$ cat config.mk
export PLATFORM = sky130hd
export DESIGN_NAME = matrix_keypad_debounce_hold
export DESIGN_NICKNAME = d
export VERILOG_FILES = /design/src/design/mkdh_pkg.sv /design/src/design/matrix_keypad_debounce_hold.sv /design/src/design/mkdh_cfg.sv /design/src/design/mkdh_cell.sv
export SDC_FILE = /design/constraint.sdc
export NUM_CORES = 2
export LEC_CHECK = 0
export ABC_AREA = 1
export BUFFER_PORTS_ARGS = -buffer_cell sky130_fd_sc_hd__buf_2
export CAP_MARGIN = 20
export CORE_ASPECT_RATIO = 1.4
export CORE_MARGIN = 2
export CORE_UTILIZATION = 50
export CTS_BUF_LIST = sky130_fd_sc_hd__clkbuf_2 sky130_fd_sc_hd__clkbuf_4 sky130_fd_sc_hd__clkbuf_8
export DETAILED_ROUTE_END_ITERATION = 10
export PLACE_DENSITY = 0.66
export RECOVER_POWER = 25
export SYNTH_ARGS = -nofsm -noshare
export SYNTH_HDL_FRONTEND = slang
export SYNTH_HIERARCHICAL = 1
export SYNTH_SLANG_ARGS = --single-unit
$ cat constraint.sdc
create_clock -name clk -period 4.8 [get_ports clk]
set_input_delay 0.48 -clock clk [delete_from_list [all_inputs] [get_ports clk]]
set_output_delay 0.48 -clock clk [all_outputs]
set_load 0.02 [all_outputs]
$ cat src/design/mkdh_pkg.sv
// Package for the matrix keypad debouncer with hold detection.
// Holds the shared widths, register indexes and the configuration struct.
// Used by mkdh_cfg, mkdh_cell and matrix_keypad_debounce_hold.
package mkdh_pkg;

  // Largest matrix that the ports can carry, one bit per key.
  localparam int unsigned MaxKeys   = 16;
  localparam int unsigned KeyIdxW   = 4;
  localparam int unsigned DebW      = 8;
  localparam int unsigned HoldW     = 16;
  localparam int unsigned CfgIdxW   = 2;
  localparam int unsigned CfgDataW  = 16;

  // Configuration register indexes.
  typedef enum logic [CfgIdxW-1:0] {
    CFG_DEBOUNCE_SCANS = 2'd0,
    CFG_HOLD_LIMIT     = 2'd1,
    CFG_STAR_KEY_INDEX = 2'd2
  } cfg_idx_t;

  // Reset values of the configuration registers.
  localparam logic [DebW-1:0]    DebounceReset = 8'd3;
  localparam logic [HoldW-1:0]   HoldLimitReset = 16'd150;
  localparam logic [KeyIdxW-1:0] StarKeyReset  = 4'd11;

  // Saturation value of the per-key hold counter.
  localparam logic [HoldW-1:0]   HoldMax = 16'hFFFF;

  // Current configuration, shared by every key cell.
  typedef struct packed {
    logic [DebW-1:0]    debounce_scans;
    logic [HoldW-1:0]   hold_limit;
    logic [KeyIdxW-1:0] star_key_index;
  } cfg_t;

endpackage

$ cat src/design/matrix_keypad_debounce_hold.sv
// Matrix keypad debouncer with star-key hold detection: one transaction per
// matrix snapshot in, one result transaction out, one per clock cycle unless
// the result channel stalls. Each key has its own cell; the hold request runs
// along the chain of cells. Depends on mkdh_pkg, mkdh_cfg and mkdh_cell.
//
// Each input transaction is one keypad snapshot (bit k set when key k, row
// major, is pressed). Every snapshot yields exactly one result in the next
// cycle, held in an output register, so a new snapshot is taken in every
// cycle while the result channel is not stalled. A key pressed for
// debounce_scans scans after its first seen scan gives a press event; later
// periods raise its hold count, and when the star key's count exceeds
// hold_limit, hold_reset is raised at each of its on events. Keys beyond
// NUM_ROWS*NUM_COLS (capped at 16) are ignored. Configuration writes are
// always accepted and should be made while the block is idle.
module matrix_keypad_debounce_hold
  import mkdh_pkg::*;
#(
  parameter int unsigned NUM_ROWS = 4,
  parameter int unsigned NUM_COLS = 4
) (
  input  logic                clk,
  input  logic                rst_n,
  input  logic                in_valid,
  output logic                in_stall,
  input  logic [MaxKeys-1:0]  in_pressed_keys,
  output logic                out_valid,
  input  logic                out_stall,
  output logic [MaxKeys-1:0]  out_press_events,
  output logic                out_hold_reset,
  input  logic                cfg_valid,
  output logic                cfg_ready,
  input  logic [CfgIdxW-1:0]  cfg_index,
  input  logic [CfgDataW-1:0] cfg_data
);

  localparam int unsigned NumKeys =
    (NUM_ROWS * NUM_COLS > MaxKeys) ? MaxKeys : NUM_ROWS * NUM_COLS;

  cfg_t                cfg;
  logic                step;
  logic [MaxKeys-1:0]  events;
  logic [NumKeys:0]    hold_chain;

  logic                out_valid_r,  out_valid_nxt;
  logic [MaxKeys-1:0]  out_events_r;
  logic                out_hold_r;

  // Configuration registers.
  assign cfg_ready = 1'b1;

  mkdh_cfg u_cfg (
    .clk      (clk),
    .rst_n    (rst_n),
    .wr_en    (cfg_valid & cfg_ready),
    .wr_index (cfg_index),
    .wr_data  (cfg_data),
    .cfg      (cfg)
  );

  // Accept a snapshot whenever the output register is free or being drained.
  assign in_stall = out_valid_r & out_stall;
  assign step     = in_valid & ~in_stall;

  // Chain of key cells.
  assign hold_chain[0] = 1'b0;

  for (genvar k = 0; k < NumKeys; k++) begin : g_key
    mkdh_cell u_cell (
      .clk          (clk),
      .rst_n        (rst_n),
      .step         (step),
      .pressed      (in_pressed_keys[k]),
      .is_star      (cfg.star_key_index == KeyIdxW'(k)),
      .cfg          (cfg),
      .hold_req_in  (hold_chain[k]),
      .press_event  (events[k]),
      .hold_req_out (hold_chain[k+1])
    );
  end

  if (NumKeys < MaxKeys) begin : g_pad
    assign events[MaxKeys-1:NumKeys] = '0;
  end

  // Output register.
  always_comb begin
    out_valid_nxt = out_valid_r;
    if (step) begin
      out_valid_nxt = 1'b1;
    end else if (!out_stall) begin
      out_valid_nxt = 1'b0;
    end
  end

  always_ff @(posedge clk) begin
    if (!rst_n) begin
      out_valid_r <= 1'b0;
    end else begin
      out_valid_r <= out_valid_nxt;
    end
  end

  always_ff @(posedge clk) begin
    if (step) begin
      out_events_r <= events;
      out_hold_r   <= hold_chain[NumKeys];
    end
  end

  assign out_valid        = out_valid_r;
  assign out_press_events = out_events_r;
  assign out_hold_reset   = out_hold_r;

endmodule

$ cat src/design/mkdh_cfg.sv
// Configuration register bank of the keypad debouncer.
// Decodes writes on the configuration channel into the cfg_t struct.
// Depends on mkdh_pkg.
module mkdh_cfg
  import mkdh_pkg::*;
(
  input  logic                clk,
  input  logic                rst_n,
  input  logic                wr_en,
  input  logic [CfgIdxW-1:0]  wr_index,
  input  logic [CfgDataW-1:0] wr_data,
  output cfg_t                cfg
);

  cfg_t cfg_r;
  cfg_t cfg_nxt;

  // Register write decode; an index past the list is ignored.
  always_comb begin
    cfg_nxt = cfg_r;
    if (wr_en) begin
      unique case (cfg_idx_t'(wr_index))
        CFG_DEBOUNCE_SCANS: cfg_nxt.debounce_scans = wr_data[DebW-1:0];
        CFG_HOLD_LIMIT:     cfg_nxt.hold_limit     = wr_data[HoldW-1:0];
        CFG_STAR_KEY_INDEX: cfg_nxt.star_key_index = wr_data[KeyIdxW-1:0];
        default:            cfg_nxt = cfg_r;
      endcase
    end
  end

  always_ff @(posedge clk) begin
    if (!rst_n) begin
      cfg_r.debounce_scans <= DebounceReset;
      cfg_r.hold_limit     <= HoldLimitReset;
      cfg_r.star_key_index <= StarKeyReset;
    end else begin
      cfg_r <= cfg_nxt;
    end
  end

  assign cfg = cfg_r;

endmodule

$ cat src/design/mkdh_cell.sv
// One key cell of the debouncer chain: seen flag, debounce counter,
// pushed flag and hold counter of a single key, plus one link of the
// hold request chain. Depends on mkdh_pkg.
module mkdh_cell
  import mkdh_pkg::*;
(
  input  logic clk,
  input  logic rst_n,
  input  logic step,
  input  logic pressed,
  input  logic is_star,
  input  cfg_t cfg,
  input  logic hold_req_in,
  output logic press_event,
  output logic hold_req_out
);

  logic             seen_r,   seen_nxt;
  logic [DebW-1:0]  cnt_r,    cnt_nxt;
  logic             pushed_r, pushed_nxt;
  logic [HoldW-1:0] hold_r,   hold_nxt;

  logic [DebW-1:0]  cnt_inc;
  logic [HoldW-1:0] hold_sat;
  logic             hold_req;

  assign cnt_inc  = cnt_r + DebW'(1);
  assign hold_sat = (hold_r == HoldMax) ? hold_r : hold_r + HoldW'(1);

  // Per-key scan update.
  always_comb begin
    seen_nxt    = seen_r;
    cnt_nxt     = cnt_r;
    pushed_nxt  = pushed_r;
    hold_nxt    = hold_r;
    press_event = 1'b0;
    hold_req    = 1'b0;
    if (!pressed) begin
      seen_nxt   = 1'b0;
      cnt_nxt    = '0;
      pushed_nxt = 1'b0;
      hold_nxt   = '0;
    end else if (!seen_r) begin
      seen_nxt = 1'b1;
    end else if (cnt_inc != cfg.debounce_scans) begin
      cnt_nxt = cnt_inc;
    end else begin
      // A full debounce period has passed: an on event.
      cnt_nxt = '0;
      if (pushed_r) begin
        hold_nxt = hold_sat;
        hold_req = is_star && (hold_sat > cfg.hold_limit);
      end else begin
        pushed_nxt  = 1'b1;
        hold_nxt    = '0;
        press_event = 1'b1;
      end
    end
  end

  assign hold_req_out = hold_req_in | hold_req;

  // State advances only on an accepted transaction.
  always_ff @(posedge clk) begin
    if (!rst_n) begin
      seen_r   <= 1'b0;
      cnt_r    <= '0;
      pushed_r <= 1'b0;
      hold_r   <= '0;
    end else if (step) begin
      seen_r   <= seen_nxt;
      cnt_r    <= cnt_nxt;
      pushed_r <= pushed_nxt;
      hold_r   <= hold_nxt;
    end
  end

endmodule
Word-level counts from Yosys, hierarchy flattened
Index checks and enable logic that the tools add are counted.
{"block": "totals", "regBits": 462, "in_bits": 39, "elab_cells": 608}
{"block": "op_classes", "n_mux": 274, "eq_ne": 82, "bitwise_logic": 50, "n_addsub": 32, "reduce_logical": 69, "n_lt_le_gt_ge": 16}
{"operator": "$mux W16", "count": 80}
{"operator": "$mux W8", "count": 48}
{"operator": "$add A16 B1 Y16 const B", "count": 16}
{"operator": "$eq A16 B16 Y1 const B", "count": 16}
{"operator": "$gt A16 B16 Y1", "count": 16}
{"operator": "$mux W1", "count": 146}
{"operator": "$add A8 B1 Y8 const B", "count": 16}
{"operator": "$ne A8 B8 Y1", "count": 16}
{"operator": "$reduce_and A3 Y1", "count": 16}
{"operator": "$reduce_or A3 Y1", "count": 16}
{"operator": "$reduce_and A2 Y1", "count": 19}
{"operator": "$ne A2 B1 Y1 const B", "count": 17}
{"operator": "$not A1 Y1", "count": 33}
{"operator": "$eq A4 B4 Y1 const B", "count": 8}
{"operator": "$ne A2 B2 Y1 const B", "count": 16}
{"operator": "$eq A4 B3 Y1 const B", "count": 4}
{"operator": "$logic_and A1 B1 Y1", "count": 16}
{"operator": "$or A1 B1 Y1", "count": 15}
{"operator": "$eq A4 B2 Y1 const B", "count": 2}
{"operator": "$eq A4 B1 Y1 const B", "count": 1}
{"operator": "$logic_not A4 Y1", "count": 1}
{"operator": "$and A1 B1 Y1", "count": 2}
{"operator": "$eq A2 B1 Y1 const B", "count": 1}
{"operator": "$eq A2 B2 Y1 const B", "count": 1}
{"operator": "$logic_not A2 Y1", "count": 1}

Logic depth before layout (Yosys ltp)
{"block": "logic_depth", "word_depth": 23, "depth_mapped": 44, "depth_no_buf": 44}

Cells and area by module
The synthesis kept the hierarchy.
{"module": "mkdh_cell (g_key[12].u_cell ...)", "area_per_inst_um2": 2200.9, "instances": 10, "cells_each": 358}
{"module": "mkdh_cell (g_key[0].u_cell ...)", "area_per_inst_um2": 2379.8, "instances": 3, "cells_each": 364}
{"module": "mkdh_cell (g_key[7].u_cell)", "area_per_inst_um2": 2414.8, "instances": 1, "cells_each": 372}
{"module": "mkdh_cell (g_key[1].u_cell)", "area_per_inst_um2": 2354.8, "instances": 1, "cells_each": 360}
{"module": "mkdh_cell (g_key[11].u_cell)", "area_per_inst_um2": 2214.6, "instances": 1, "cells_each": 355}
{"module": "mkdh_cfg", "area_per_inst_um2": 1172.4, "instances": 1, "cells_each": 166}
{"module": "matrix_keypad_debounce_hold", "area_per_inst_um2": 674.4, "instances": 1, "cells_each": 55}

Worst setup path before layout
No wires, ideal clock.
{"block": "synth_timing", "kind": "reg2reg", "start": "register g_key[0].u_cell.hold_r[1]", "end": "register out_hold_r, in the netlist out_hold_reset, data pin", "setup_slack_ns": 0.951, "arrival_time_ns": 3.595, "path_buffers": 0, "stages_incl_launch_ff": 42, "cell_sequence": "dfxtp_1 -> ha_1 -> nand2_1 -> nor2_2 -> nand2_1 -> nor2_2 -> nand3_1 -> nand3_1 -> xnor2_1 -> ha_1 -> a21oi_1 -> o21ai_0 -> a21oi_1 -> a21boi_0 -> o21bai_1 -> o21bai_1 -> o21bai_1 -> inv_1 -> (+6 left out) -> nand2_1 -> inv_1 -> nand2_1 -> inv_1 -> nand2_1 -> inv_1 -> nand2_1 -> o21bai_1 -> inv_1 -> nand2_1 -> inv_1 -> nand2_1 -> inv_1 -> nand2_1 -> inv_1 -> nand2_1 -> inv_1 -> nand2_1"}
{"block": "synth_between", "elab_chain_len": 23, "elab_cells_between_ends": 24, "classes_between": "1 x add/sub; 1 x order compare; 1 x eq/ne; 5 x mux; 15 x bitwise; 1 x reduce/logical"}
{"element": "start: declaration", "line_no": "mkdh_cell.sv:21", "rtl": "logic [HoldW-1:0] hold_r, hold_nxt;"}
{"element": "start signal: assignment", "line_no": "mkdh_cell.sv:74", "rtl": "hold_r <= hold_nxt;"}
{"element": "$add A16 B1 Y16 / $eq A16 B16 Y1 (equally long branches)", "line_no": "mkdh_cell.sv:28", "rtl": "assign hold_sat = (hold_r == HoldMax) ? hold_r : hold_r + HoldW'(1);"}
{"element": "$mux W16 (*)", "line_no": "mkdh_cell.sv:28"}
{"element": "$gt A16 B16 Y1 (*)", "line_no": "mkdh_cell.sv:52", "rtl": "hold_req = is_star && (hold_sat > cfg.hold_limit);"}
{"element": "$logic_and A1 B1 Y1 (*)", "line_no": "mkdh_cell.sv:52"}
{"element": "$mux W1 (*)", "line_no": "mkdh_cell.sv:50", "rtl": "if (pushed_r) begin"}
{"element": "$mux W1 (*)", "line_no": "mkdh_cell.sv:45", "rtl": "end else if (cnt_inc != cfg.debounce_scans) begin"}
{"element": "$mux W1 (*)", "line_no": "mkdh_cell.sv:43", "rtl": "end else if (!seen_r) begin"}
{"element": "$mux W1 (*)", "line_no": "mkdh_cell.sv:38", "rtl": "if (!pressed) begin"}
{"element": "named net hold_chain[1]", "line_no": "matrix_keypad_debounce_hold.sv:42", "rtl": "logic [NumKeys:0] hold_chain;"}
{"element": "(+1 left out)"}
{"element": "named net hold_chain[2]", "line_no": "matrix_keypad_debounce_hold.sv:42"}
{"element": "(+1 left out)"}
{"element": "named net hold_chain[3]", "line_no": "matrix_keypad_debounce_hold.sv:42"}
{"element": "(+1 left out)"}
{"element": "named net hold_chain[4]", "line_no": "matrix_keypad_debounce_hold.sv:42"}
{"element": "(+1 left out)"}
{"element": "named net hold_chain[5]", "line_no": "matrix_keypad_debounce_hold.sv:42"}
{"element": "(+1 left out)"}
{"element": "named net hold_chain[6]", "line_no": "matrix_keypad_debounce_hold.sv:42"}
{"element": "(+1 left out)"}
{"element": "named net hold_chain[7]", "line_no": "matrix_keypad_debounce_hold.sv:42"}
{"element": "(+1 left out)"}
{"element": "named net hold_chain[8]", "line_no": "matrix_keypad_debounce_hold.sv:42"}
{"element": "(+1 left out)"}
{"element": "named net hold_chain[9]", "line_no": "matrix_keypad_debounce_hold.sv:42"}
{"element": "(+1 left out)"}
{"element": "named net hold_chain[10]", "line_no": "matrix_keypad_debounce_hold.sv:42"}
{"element": "(+1 left out)"}
{"element": "named net hold_chain[11]", "line_no": "matrix_keypad_debounce_hold.sv:42"}
{"element": "(+1 left out)"}
{"element": "named net hold_chain[12]", "line_no": "matrix_keypad_debounce_hold.sv:42"}
{"element": "$or A1 B1 Y1 (*)", "line_no": "mkdh_cell.sv:61", "rtl": "assign hold_req_out = hold_req_in | hold_req;"}
{"element": "named net hold_chain[13]", "line_no": "matrix_keypad_debounce_hold.sv:42"}
{"element": "$or A1 B1 Y1 (*)", "line_no": "mkdh_cell.sv:61"}
{"element": "named net hold_chain[14]", "line_no": "matrix_keypad_debounce_hold.sv:42"}
{"element": "$or A1 B1 Y1 (*)", "line_no": "mkdh_cell.sv:61"}
{"element": "named net hold_chain[15]", "line_no": "matrix_keypad_debounce_hold.sv:42"}
{"element": "$or A1 B1 Y1 (*)", "line_no": "mkdh_cell.sv:61"}
{"element": "named net hold_chain[16]", "line_no": "matrix_keypad_debounce_hold.sv:42"}
{"element": "end signal: assignment", "line_no": "matrix_keypad_debounce_hold.sv:106", "rtl": "out_hold_r <= hold_chain[NumKeys];"}
{"element": "end: declaration", "line_no": "matrix_keypad_debounce_hold.sv:46", "rtl": "logic out_hold_r;"}
Mark *: on every way through the listed nets, which the timed path passes. The rest lies on a longest branch.
A chain may end at the register's enable or synchronous reset.

Final worst setup path
{"block": "layout_timing", "start": "register g_key[0].u_cell.hold_r[0]", "end": "register out_hold_r, in the netlist out_hold_reset, data pin"}
Same word-level chain as after synthesis.

==> qor.yml <==
cell_internal_pwr_mw: 6.46
io_pins: 59
crit_buf_inv: 12
synth-seq-cells: 462
crit_slowest_cell: "dfxtp_2"
pwr-share-clk_pct: 44.6
cts_tree: "yes"
synth-edff-count: 17
start_util_pct: 50.5
place_congestion: 0.907
final_cell_mix: "nand2_1, inv_1, nand3_1"
port-buffer-count: 57
antenna_found_initial: 13
met3_usage_pct: 4.37
cts_buffers: 82
hpwl_um: 79600
final_core_utilization_pct: 54.4
use_met1_pct: 32.6
grt_pass1_vias: 35100
nets: 6372
async_reset_ff_share_pct: 0
max-vdd-ir-drop_uv: 192
die_width_um: 237
syn_area_um2: 38000
grt_busiest_layer: "met2"
final_max_slew_viol_count: 112
slew_headroom_pct: -155
htree_levels: 3
drive_above_1_share_pct: 10.2
area_growth_pct: 7.67
cpMostUsedCell: "nand2_1"
drc: 0
skew_ps: 42.9
synth_top_cell_area_share_pct: 23.5
ant_nets: 0
path_delay_family: "simple AND/OR/NAND/NOR gates"
maxCapViolCount: 3
routed_via_density: 5.37
violations: "capacitance limit, slew limit"
synthFlopType: "dfxtp_1"
hold_class: "in2reg"
netlist_instances: 5980
rrSetupSlack_ps: 410
crit_path_start_kind: "flop"
p_sw_mw: 2.66
synth_area_leaders: "dfxtp_1, nand2_1, ha_1"
max_freq_ghz: 0.228
period_share_pct: 91.5
swShare_pct: 29.1
vias: 38100
drt_iter0_drc: 2471
met2_usage_pct: 48.9
path_max_fanout: 4
combPwrFrac_pct: 11.5
dr.pass1.iters: 8
tightest_slew_ps: 3820
seqPwrFrac_pct: 43.9
crit_required_ps: 5270
wl_per_cell_um: 15.4
pwr_density_cell_nw_per_um2: 223
avgSynthCellArea_um2: 6.35
fin_total_pwr_mw: 9.12
dieArea_um2: 78200
synth.largest_area_cell: "dfxtp_1"
ctsLongestPathBuffers: 3
p_leak_nw: 19.7
syn_nets: 6307
yosys_warnings: 6
wirelength_um: 109000
layout_commonest_cell: "nand2_1"
status: "finished, violations left"
crit_type: "reg2reg"
arrival_ps: 4860
die_h_um: 330
grt.overflow.total: 0
root_buffer: "clkbuf_8"
clock-sinks: 462
rows: 119
grt_max_degree: 84
core_area_um2: 75200
clkSlewWorstSetupHoldPaths_ps: 60
ys_seq_area_share_pct: 24.8
cp_slowest_stage_delay_ps: 360
min_period_ps: 4390
grt_pass1_wl_um: 175000
yosysUniqueCellTypes: 44
grt_util_all_layers_pct: 27.4
hold_violations: 0
clk_latency_ps: 730
worstSetupEndpointType: "flop"
setup_viol: 0
==> timing repair <==
item	CTS	global route
setup buffers	0	3
resized for setup	0	35
hold buffers	5	0
hold endpoints to repair	5	0
setup endpoints to repair	0	1
==> tightest hold or removal path: stages <==
cell     delay (ps)
buf_2            90
inv_1            60
a21oi_1          60
==> layout make-up <==
type	instances	area [µm²]
Antenna cell	7	17.5
Clock buffer	131	1630
Timing Repair Buffer	123	792
Clock inverter	18	160
Inverter	834	3130
Multi-Input combinational cell	4542	24500
Fill cell	7588	34300
Tap cell	968	1210
Sequential cell	462	9440
==> power by group through the flow <==
stage / registers [mW] / clock network, mW / logic, mW
4_1_cts: 4.00 / 4.20 / 1.05
3_3_place_gp: 4.08 / 0 / 1.03
5_1_grt: 4.00 / 4.34 / 1.17
6_report: 4.00 / 4.07 / 1.05
2_1_floorplan: 4.07 / 0 / 0.708
3_5_place_dp: 4.08 / 0 / 1.04
==> registers in the layout, summed over array words and instances, names as in the netlist <==
name	count
g_key.u_cell/seen_r	16
out_press_events	16
out_hold_reset	1
u_cfg/cfg	28
g_key.u_cell/cnt_r	128
g_key.u_cell/pushed_r	16
g_key.u_cell/hold_r	256
out_valid	1
==> logic make-up (layout without fill, tap and decap cells) <==
logic type                 after synthesis  after routing  share of synthesized area (%)
other                                    2              9                         0.0198
DFF                                    462            462                           24.8
buffers and inverters                  976           1106                           10.7
and+or+nand+nor                       3567           3567                           43.5
xor gates and xnor gates               208            208                           4.80
AOI/OAI and AO/OA                      477            477                           6.64
adders and majority gates              288            288                           9.49
==> stage by stage <==
step | hold slack [ps] | instances | setup TNS, ps | instance area, µm² | worst slack, ps
finish | 24.0 | 7085 | 0 | 40900 | 406
global route | 32.4 | 7079 | -56.4 | 40900 | -56.4
CTS | 11.8 | 7075 | 0 | 40900 | 156
detailed placement | 465 | 6921 | 0 | 39000 | 165
global placement | 460 | 6921 | 0 | 39000 | 181
floorplan | 445 | 5980 | 0 | 38000 | 951
==> Yosys cell counts, types with 56 or more instances <==
cell and number:
nand3_2 70, a21oi_1 350, dfxtp_1 445, nand2_1 1768
xnor2_1 137, o21ai_0 76, nand4_1 208, nor3_1 65
inv_1 794, nand3_1 710, ha_1 288, nor2_1 461
nand2_2 100, nor2_2 56, xor2_1 71
==> metal layers <==
layer,vias up,share of wire (%)
met5,-,0.11
met1,17500,42
met2,825,48
met4,16,3.9
met3,242,5.6
li1,19500,-
==> path summary, 6_finish.rpt <==
check / start / end / cells after the start
min: in_valid / out_valid / 3
max: g_key[0].u_cell/hold_r[0] / out_hold_reset / 41
max reg2reg: g_key[0].u_cell/hold_r[0] / out_hold_reset / 41
min reg2reg: out_valid / out_valid / 2
Note: power is estimated with default switching activity, not from simulation.
